`config.mk`:
```
export PLATFORM = sky130hd
export DESIGN_NAME = fer_ctrl
export DESIGN_NICKNAME = d
export VERILOG_FILES = /design/src/rtl/fer_pkg.sv /design/src/rtl/fer_ctrl.sv
export SDC_FILE = /design/constraint.sdc
export NUM_CORES = 1
export LEC_CHECK = 0
export BUFFER_PORTS_ARGS = -buffer_cell sky130_fd_sc_hd__buf_4
export CAP_MARGIN = 10
export CORE_AREA = 2 2 39 41
export CTS_CLUSTER_SIZE = 16
export DETAILED_ROUTE_END_ITERATION = 8
export DIE_AREA = 0 0 41 43
export MAX_ROUTING_LAYER = met4
export PLACE_DENSITY = 0.31
export SYNTH_ARGS = -nofsm -noshare
export SYNTH_HDL_FRONTEND = slang
export SYNTH_SLANG_ARGS = --single-unit
```
`constraint.sdc`:
```
create_clock -name clk -period 0.95 [get_ports clk]
set_input_delay 0.095 -clock clk [delete_from_list [all_inputs] [get_ports clk]]
set_output_delay 0.095 -clock clk [all_outputs]
set_load 0.1 [all_outputs]
```
`src/rtl/fer_pkg.sv`:
```
// Shared types, codes and constants of the FAT entry read/write engine.
`timescale 1ns / 1ps

package fer_pkg;

  // Field widths of the request and result channels.
  localparam int CMD_W     = 2;
  localparam int CLUSTER_W = 28;
  localparam int ADDR_W    = 12;
  localparam int VALUE_W   = 28;
  localparam int STATUS_W  = 2;
  localparam int FS_W      = 2;
  localparam int LG_W      = 4;
  localparam int CFG_IDX_W = 1;
  localparam int CFG_DATA_W = 4;

  // The sector store is split into four byte lanes so that a whole entry is reached at once.
  localparam int LANES = 4;

  // Default and limits of the sector size.
  localparam int DEFAULT_MAX_SECTOR_BYTES = 4096;
  localparam logic [LG_W-1:0] SECTOR_LG_MIN = 4'd9;
  localparam logic [LG_W-1:0] SECTOR_LG_MAX = 4'd12;

  // Nibble masks and the FAT32 entry mask.
  localparam logic [7:0]  NIB_LO        = 8'h0F;
  localparam logic [7:0]  NIB_HI        = 8'hF0;
  localparam logic [31:0] ENTRY32_MASK  = 32'h0FFF_FFFF;

  // Request commands.
  typedef enum logic [CMD_W-1:0] {
    CMD_WR_BYTE = 2'd0,
    CMD_RD_BYTE = 2'd1,
    CMD_GET     = 2'd2,
    CMD_SET     = 2'd3
  } cmd_t;

  // Filesystem type codes.
  localparam logic [FS_W-1:0] FS_NONE  = 2'd0;
  localparam logic [FS_W-1:0] FS_FAT12 = 2'd1;
  localparam logic [FS_W-1:0] FS_FAT16 = 2'd2;
  localparam logic [FS_W-1:0] FS_FAT32 = 2'd3;

  // Result status codes.
  localparam logic [STATUS_W-1:0] ST_OK       = 2'd0;
  localparam logic [STATUS_W-1:0] ST_BAD_TYPE = 2'd1;
  localparam logic [STATUS_W-1:0] ST_CROSS    = 2'd2;

  // Configuration register indexes.
  localparam logic [CFG_IDX_W-1:0] CFG_FS_TYPE   = 1'b0;
  localparam logic [CFG_IDX_W-1:0] CFG_SECTOR_LG = 1'b1;

  // Commands from the controller to the datapath.
  typedef struct packed {
    logic load;    // capture the request and read the store
    logic commit;  // write the store and load the result register
  } ctl_t;

endpackage

```
`src/rtl/fer_ctrl.sv`:
```
// Controller state machine of the FAT entry engine: request handshake and sequencing.
`timescale 1ns / 1ps

module fer_ctrl (
  input  logic            clk,
  input  logic            rst_n,
  input  logic            in_valid,
  output logic            in_stall,
  output logic            out_valid,
  input  logic            out_stall,
  output fer_pkg::ctl_t   ctl
);

  typedef enum logic [1:0] {
    S_IDLE = 2'b01,
    S_EXEC = 2'b10
  } state_t;

  state_t state_r, state_nxt;
  logic   out_valid_r, out_valid_nxt;
  logic   out_free;

  // The result register is free when empty or being taken this cycle.
  assign out_free   = !out_valid_r || !out_stall;
  assign in_stall   = (state_r != S_IDLE);
  assign ctl.load   = in_valid && (state_r == S_IDLE);
  assign ctl.commit = (state_r == S_EXEC) && out_free;
  assign out_valid  = out_valid_r;

  // Next state: IDLE reads the store; EXEC merges and writes back if output is free.
  always_comb begin
    state_nxt = state_r;
    unique case (state_r)
      S_IDLE: begin
        if (ctl.load) state_nxt = S_EXEC;
      end
      S_EXEC: begin
        if (ctl.commit) state_nxt = S_IDLE;
      end
      default: state_nxt = S_IDLE;
    endcase
  end

  // The result stays valid until taken.
  always_comb begin
    out_valid_nxt = out_valid_r && out_stall;
    if (ctl.commit) out_valid_nxt = 1'b1;
  end

  always_ff @(posedge clk) begin
    if (!rst_n) begin
      state_r     <= S_IDLE;
      out_valid_r <= 1'b0;
    end else begin
      state_r     <= state_nxt;
      out_valid_r <= out_valid_nxt;
    end
  end

endmodule

```
==> impl_metrics.env, run 1 <==
export IMPL_violations="setup timing"
export IMPL_min_from="rst_n"
export IMPL_startpoint="state_r[1]"
export IMPL_rsz0062_at_grt="yes"
export IMPL_cp_start_kind="flop"
export IMPL_cts_buffer_depth=2
export IMPL_leakage_uw=0.000131
export IMPL_syn_area_per_cell_um2=10.0
export IMPL_grt_pass1_wl_um=641
export IMPL_synth_area_um2=120
export IMPL_status="finished with violations"
export IMPL_postCtsHoldBufs=0
export IMPL_post_route_min_period_ns=1.11
export IMPL_place_area_um2=219
export IMPL_crit_chain="and3b_2, buf_12"
export IMPL_wl_per_cell_um=8.51
export IMPL_cp_data_required_time_ns=0.85
export IMPL_dr_pass1_iters=1
export IMPL_root_buffer="clkbuf_4"
export IMPL_clock_skew_ns=0.000712
export IMPL_end_kind="output pin"
export IMPL_core_um2=1380
export IMPL_dp_cells=36
export IMPL_wirelength_um=349
export IMPL_start_util_pct=8.68
export IMPL_cp_top_family="flip-flops"
export IMPL_path_buf_inv=1
export IMPL_worstReg2RegStart="state_r[1]"
export IMPL_fin_cells=41
export IMPL_clkSinkCount=3
export IMPL_layout_common_cells="5 x buf_4, 3 x clkbuf_4, 3 x buf_12"
export IMPL_clk_pin_slew_ns=0.04
export IMPL_clk_latency_ns=0.23
export IMPL_cp_arrival_ns=1.02
export IMPL_io_pins=8
export IMPL_grt_pass1_vias=156
export IMPL_cpMaxStageDelayCell="dfxtp_2"
export IMPL_grt_max_degree=5
export IMPL_final_setup_viol_count=4
export IMPL_dieWidth_um=41
export IMPL_syn_nets=16
export IMPL_antenna_left=0
export IMPL_cts_buffers=3
export IMPL_final_common_cell="buf_4"
export IMPL_cap_viol_max_count=0
export IMPL_max_freq_ghz=0.900
export IMPL_fillCellCount=154
export IMPL_gp_congestion=0.589
export IMPL_vias=133
export IMPL_fin_crit_sh_pct=117
export IMPL_rows=14
export IMPL_tightest_slew_ns=0.201
export IMPL_cpPeakStageDelay_ns=0.33
export IMPL_grt_total_usage_pct=6.58
export IMPL_ff_latch_area_um2=66.3
export IMPL_port_buffers=7
export IMPL_synth_cell_types=9
export IMPL_hold_viol=0
export IMPL_drive_above_1_share_pct=76.0
export IMPL_yosys_warnings=0
export IMPL_cts_tree="done"
export IMPL_gr_total_overflow=0
export IMPL_nNetsFinal=30
export IMPL_syn_inst=12
export IMPL_cts_max_level=1
export IMPL_die_h_um=43
export IMPL_ir_drop_mv=0.507
export IMPL_drv_slew=0
export IMPL_drc=0
export IMPL_worst_path_max_fanout=4
export IMPL_setup_slack_ns=-0.161
export IMPL_routed_via_density=3.24
export IMPL_fp_dieArea_um2=1760
export IMPL_dr_first_iter_drc_count=0
export IMPL_ys_ff_latch=3
export IMPL_area_delta_synth_final_pct=153
export IMPL_antenna_found_initial=0
export IMPL_diodes=0
export IMPL_power_per_cell_area_nw_per_um2=1710
export IMPL_slew_headroom_pct=86.7
export IMPL_hp_class="primary input to flop"
export IMPL_critPathKind="flop to output pin"
export IMPL_final_area_um2=304
export IMPL_ys_seq_area_share_pct=50.0
export IMPL_multi_input_area_um2=82.6
==> final cells by class <==
class / instances / share of cell area, %
Tap cell: 16 / 6.58
Clock buffer: 4 / 8.64
Timing Repair Buffer: 9 / 35.8
Multi-Input combinational cell: 9 / 27.2
Sequential cell: 3 / 21.8
==> metrics by stage <==
stage	hold slack (ns)	utilization [%]	worst slack (ns)	TNS [ns]	power (uW)
after global routing	0.0613	22.0	-0.199	-0.643	553
after floorplan	0.175	-	-0.186	-0.555	225
after global placement	0.294	15.8	-0.0348	-0.0408	259
final	0.0500	22.0	-0.161	-0.462	519
after CTS	0.0396	22.0	-0.169	-0.491	533
after detailed placement	0.295	15.8	-0.0393	-0.0393	259
==> repair_timing <==
action                                  CTS  global route
setup buffers                             1             0
endpoints found under the setup margin    4             5
gates cloned                              0             0
resized for setup                        13             0
==> cell usage after synthesis (all sizes together) <==
cell type | n | share of area, %
dfxtp | 3 | 50
nand2b | 2 | 10
a21boi | 1 | 6.3
a21oi | 1 | 4.2
and3b | 1 | 7.3
and4b | 1 | 8.3
nand2 | 1 | 3.1
o21a | 1 | 6.3
o21ai | 1 | 4.2
==> worst reg2reg max path, delay by kind of cell (launching register included) <==
family                 cells  cell delay [ns]
and+or+nand+nor            1             0.24
buffers and inverters      1             0.14
DFF                        1             0.36
AOI/OAI and AO/OA          1             0.17
==> flip-flops by register name, summed over array words and instances (netlist names) <==
signal and count:
out_valid 1, state_r 2
==> path summary, 6_finish.rpt <==
kind	endpoint	slack, ns	cells after the start
max	ctl[1]	-0.16	2
max reg2reg	state_r[1]	-0.07	3
min reg2reg	out_valid	0.52	2
min	state_r[0]	0.05	2
==> layer usage <==
layer / track usage, % / up-vias / wire length, um / part of all wire, %
li1: - / 68 / - / -
met1: 7.40 / 60 / 154 / 44
met2: 5.31 / 5 / 155 / 44
met3: 4.71 / 0 / 39 / 11
met4: 10.0 / 0 / 0 / 0
met5: - / - / 0 / 0
==> power by group <==
| part | switching (uW) | internal [uW] | total, uW |
|---|---|---|---|
| Combinational | 92.8 | 63.5 | 156 |
| Sequential | 6.83 | 132 | 139 |
| Clock | 67.1 | 157 | 225 |
==> logic make-up after synthesis <==
kind of cell     Yosys count  synth area share [%]
AND/OR/NAND/NOR            5                  29.2
flip-flops                 3                  50.0
AO/OA/AOI/OAI              4                  20.8
No activity file was read; power rests on OpenSTA's default activity.
==> run 2: changes to the inputs <==
Clock period 0.95 ns to 1.3 ns, I/O delays scaled along.
==> impl_metrics.env, run 2 (synthesis results as in run 1) <==
export IMPL_status="finished clean"
export IMPL_post_route_min_period_ns=1.23
export IMPL_worst_path_max_fanout=4
export IMPL_cts_buffer_depth=2
export IMPL_rsz0062_at_grt="no"
export IMPL_postCtsHoldBufs=0
export IMPL_slew_headroom_pct=81.7
export IMPL_die_h_um=43
export IMPL_clk_pin_slew_ns=0.03
export IMPL_antenna_found_initial=0
export IMPL_critPathKind="flop to output pin"
export IMPL_dr_first_iter_drc_count=3
export IMPL_drv_slew=0
export IMPL_wirelength_um=290
export IMPL_drc=0
export IMPL_grt_max_degree=5
export IMPL_r2r_end="state_r[1]"
export IMPL_largest_register_ffs=2
export IMPL_grt_total_usage_pct=4.31
export IMPL_min_from="rst_n"
export IMPL_gp_congestion=0.569
export IMPL_final_common_cell="buf_4"
export IMPL_max_freq_ghz=0.815
export IMPL_cts_tree="done"
export IMPL_hold_viol=0
export IMPL_cp_arrival_ns=1.10
export IMPL_port_buffers=7
export IMPL_r2r_cells=2
export IMPL_grt_pass1_wl_um=407
export IMPL_core_um2=1380
export IMPL_cap_viol_max_count=0
export IMPL_fillCellCount=162
export IMPL_routed_via_density=3.36
export IMPL_vias=131
export IMPL_dr_pass1_iters=2
export IMPL_total_power_uw=347
export IMPL_cpPeakStageDelay_ns=0.32
export IMPL_tns_ns=0
export IMPL_fin_crit_sh_pct=94.4
export IMPL_worstReg2RegStart="state_r[1]"
export IMPL_hold_depth=2
export IMPL_cp_start_kind="flop"
export IMPL_wl_per_cell_um=7.44
export IMPL_end_kind="output pin"
export IMPL_dp_cells=35
export IMPL_clock_skew_ns=0.000945
export IMPL_ff_latch_area_um2=61.3
export IMPL_ctsResizeCount=0
export IMPL_regToRegSetupSlack_ns=0.44
export IMPL_rows=14
export IMPL_clk_latency_ns=0.23
export IMPL_leakage_uw=0.000103
export IMPL_post_cts_buffers=0
export IMPL_min_to="state_r[0]"
export IMPL_fp_dieArea_um2=1760
export IMPL_cpMaxStageDelayCell="dfxtp_1"
export IMPL_multi_input_area_um2=72.6
export IMPL_grt_pass1_vias=110
export IMPL_tightest_slew_ns=0.277
export IMPL_area_delta_synth_final_pct=96.9
export IMPL_power_per_cell_area_nw_per_um2=1470
export IMPL_cts_max_level=1
export IMPL_hp_class="primary input to flop"
export IMPL_root_buffer="clkbuf_4"
export IMPL_layout_common_cells="6 x buf_4, 3 x clkbuf_4, 2 x nand2b_1, 2 x dfxtp_1"
export IMPL_diodes=0
export IMPL_ir_drop_mv=0.471
export IMPL_cts_buffers=3
export IMPL_fin_hold_ws_ns=0.0984
export IMPL_largest_register="state_r"
export IMPL_gr_total_overflow=0
export IMPL_crit_chain="and3b_2, buf_4"
export IMPL_io_pins=8
export IMPL_final_setup_viol_count=0
export IMPL_cp_data_required_time_ns=1.17
export IMPL_nNetsFinal=28
export IMPL_drive_above_1_share_pct=56.5
export IMPL_dieWidth_um=41
export IMPL_antenna_left=0
export IMPL_start_util_pct=8.68
export IMPL_clkSinkCount=3
export IMPL_fin_cells=39
==> run 2: cell count changes in the layout (fill, tap and decap cells not counted) <==
cell      delta
dfxtp_4      -1
nand2b_1     +2
nand2b_4     -1
nand2b_2     -1
dfxtp_2      -1
buf_4        +1
dfxtp_1      +2
buf_12       -3
==> run 2: through the flow <==
step,setup WS [ns],area (um^2),utilization (%)
final,0.0732,236,17.1
after global routing,0.0250,236,17.1
after CTS,0.0198,233,16.8
after detailed placement,0.272,206,14.9
after global placement,0.276,206,14.9
after floorplan,0.0336,134,-
==> run 2: report_power, final <==
| part | internal [uW] | switching [uW] |
|---|---|---|
| registers | 97.3 | 3.63 |
| logic | 22.5 | 62.3 |
| clock network | 115 | 46.1 |
| total | 235 | 112 |
==> run 2: layer usage <==
metal | track usage (%) | wire length [um] | vias to the layer above
li1 | - | - | 65
met4 | 4.00 | 0 | 0
met1 | 3.51 | 124 | 59
met2 | 3.75 | 119 | 7
met5 | - | 0 | -
met3 | 6.81 | 47 | 0
==> run 2: worst max-delay path: cells and delay by family, from the launching register on <==
family | cells | cell delay [ns]
buf+inv | 1 | 0.29
flops | 1 | 0.32
simple gates | 1 | 0.26
==> run 2: worst max path at each step <==
| stage | from | end | slack (ns) | cells after the start |
|---|---|---|---|---|
| finish | state_r[1] | ctl[1] | 0.07 | 2 |
| global route | state_r[0] | ctl[0] | 0.03 | 3 |
| CTS | state_r[0] | ctl[0] | 0.02 | 3 |
| detailed placement | state_r[0] | ctl[0] | 0.27 | 3 |
| global placement | state_r[0] | ctl[0] | 0.28 | 3 |
| floorplan | out_valid | ctl[0] | 0.03 | 1 |
==> run 2: area by class of cell <==
| class | instances | area share [%] |
|---|---|---|
| Multi-Input combinational cell | 9 | 30.7 |
| Sequential cell | 3 | 25.9 |
| Timing Repair Buffer | 7 | 23.8 |
| Clock buffer | 4 | 11.1 |
| Tap cell | 16 | 8.47 |
==> run 3: changes to the inputs <==
Settings changed: BUFFER_PORTS_ARGS -buffer_cell sky130_fd_sc_hd__buf_4 to -buffer_cell sky130_fd_sc_hd__buf_2, GPL_ROUTABILITY_DRIVEN from default to 0, SKIP_LAST_GASP from default to 1.
==> impl_metrics.env, run 3 (synthesis results as in run 1) <==
export IMPL_status="finished clean"
export IMPL_postCtsHoldBufs=0
export IMPL_port_buffers=7
export IMPL_nNetsFinal=28
export IMPL_cts_buffers=3
export IMPL_cts_buffer_depth=2
export IMPL_cts_max_level=1
export IMPL_dr_first_iter_drc_count=3
export IMPL_io_pins=8
export IMPL_dieWidth_um=41
export IMPL_clk_pin_slew_ns=0.03
export IMPL_grt_total_usage_pct=5.75
export IMPL_antenna_left=0
export IMPL_final_setup_viol_count=0
export IMPL_drc=0
export IMPL_total_power_uw=363
export IMPL_vias=125
export IMPL_start_util_pct=8.68
export IMPL_cp_data_required_time_ns=1.17
export IMPL_slew_headroom_pct=68.0
export IMPL_worst_path_max_fanout=4
export IMPL_core_um2=1380
export IMPL_fp_dieArea_um2=1760
export IMPL_rows=14
export IMPL_area_delta_synth_final_pct=117
export IMPL_tns_ns=0
export IMPL_max_freq_ghz=0.834
export IMPL_critPathKind="flop to output pin"
export IMPL_cp_arrival_ns=1.07
export IMPL_post_route_min_period_ns=1.20
export IMPL_grt_max_degree=5
export IMPL_ctsResizeCount=0
export IMPL_cap_viol_max_count=0
export IMPL_hold_viol=0
export IMPL_grt_pass1_vias=129
export IMPL_cp_start_kind="flop"
export IMPL_largest_register_ffs=2
export IMPL_fin_cells=39
export IMPL_cpPeakStageDelay_ns=0.31
export IMPL_cts_tree="done"
export IMPL_power_per_cell_area_nw_per_um2=1390
export IMPL_drive_above_1_share_pct=56.5
export IMPL_grt_pass1_wl_um=531
export IMPL_wirelength_um=312
export IMPL_largest_register="state_r"
export IMPL_drv_slew=0
export IMPL_hp_class="primary input to flop"
export IMPL_wl_per_cell_um=8.00
export IMPL_cpMaxStageDelayCell="dfxtp_1"
export IMPL_multi_input_area_um2=72.6
export IMPL_die_h_um=43
export IMPL_gr_total_overflow=0
export IMPL_final_common_cell="buf_2"
export IMPL_ir_drop_mv=0.519
export IMPL_clkSinkCount=3
export IMPL_routed_via_density=3.21
export IMPL_leakage_uw=0.000110
export IMPL_root_buffer="clkbuf_4"
export IMPL_end_kind="output pin"
export IMPL_fin_crit_sh_pct=92.2
export IMPL_diodes=0
export IMPL_layout_common_cells="4 x buf_2, 3 x clkbuf_4, 3 x buf_12"
export IMPL_dp_cells=35
export IMPL_antenna_found_initial=0
export IMPL_fillCellCount=156
export IMPL_dr_pass1_iters=4
export IMPL_tightest_slew_ns=0.483
export IMPL_crit_chain="nand2b_1, a21oi_4, buf_12"
export IMPL_clk_latency_ns=0.23
export IMPL_regToRegSetupSlack_ns=0.41
export IMPL_post_cts_buffers=0
export IMPL_ff_latch_area_um2=61.3
export IMPL_rsz0062_at_grt="no"
export IMPL_clock_skew_ns=0.00180
run 3: worst max-delay path: cells and delay by family (launching register included):
kind                   cells  cell delay, ns
DFF                        1            0.31
AOI/OAI and AO/OA          1            0.15
and+or+nand+nor            1            0.18
buffers and inverters      1            0.19
run 3: final timing paths:
path                            depth (start not counted)    endpoint  startpoint
worst min register to register                          2   out_valid   out_valid
worst min-delay path                                    2  state_r[0]       rst_n
worst max register to register                          2  state_r[1]  state_r[1]
worst max-delay path                                    3      ctl[0]  state_r[0]
run 3: area by class of cell:
type,count,share of cell area (%)
Sequential cell,3,23.6
Multi-Input combinational cell,9,27.9
Tap cell,16,7.69
Timing Repair Buffer,7,30.8
Clock buffer,4,10.1
run 3: report_power, final:
| group | internal, uW | switching (uW) | total [uW] |
|---|---|---|---|
| logic | 35.6 | 65.9 | 101 |
| clock network | 115 | 45.4 | 160 |
| registers | 97.3 | 3.78 | 101 |
run 3: stage by stage:
step	area [um^2]	hold slack [ns]	setup slack (ns)	utilization, %
6_report	260	0.113	0.101	18.8
5_1_grt	260	0.110	0.0346	18.8
4_1_cts	260	0.107	0.0789	18.8
3_5_place_dp	234	0.354	0.333	16.9
3_3_place_gp	234	0.345	0.350	16.9
2_1_floorplan	134	0.210	0.0336	-
run 3: per-layer routing:
layer,track usage (%),vias up,part of all wire (%)
li1,-,64,-
met1,5.11,54,42
met2,5.00,7,43
met3,7.85,0,15
met4,6.00,0,0
met5,-,-,0
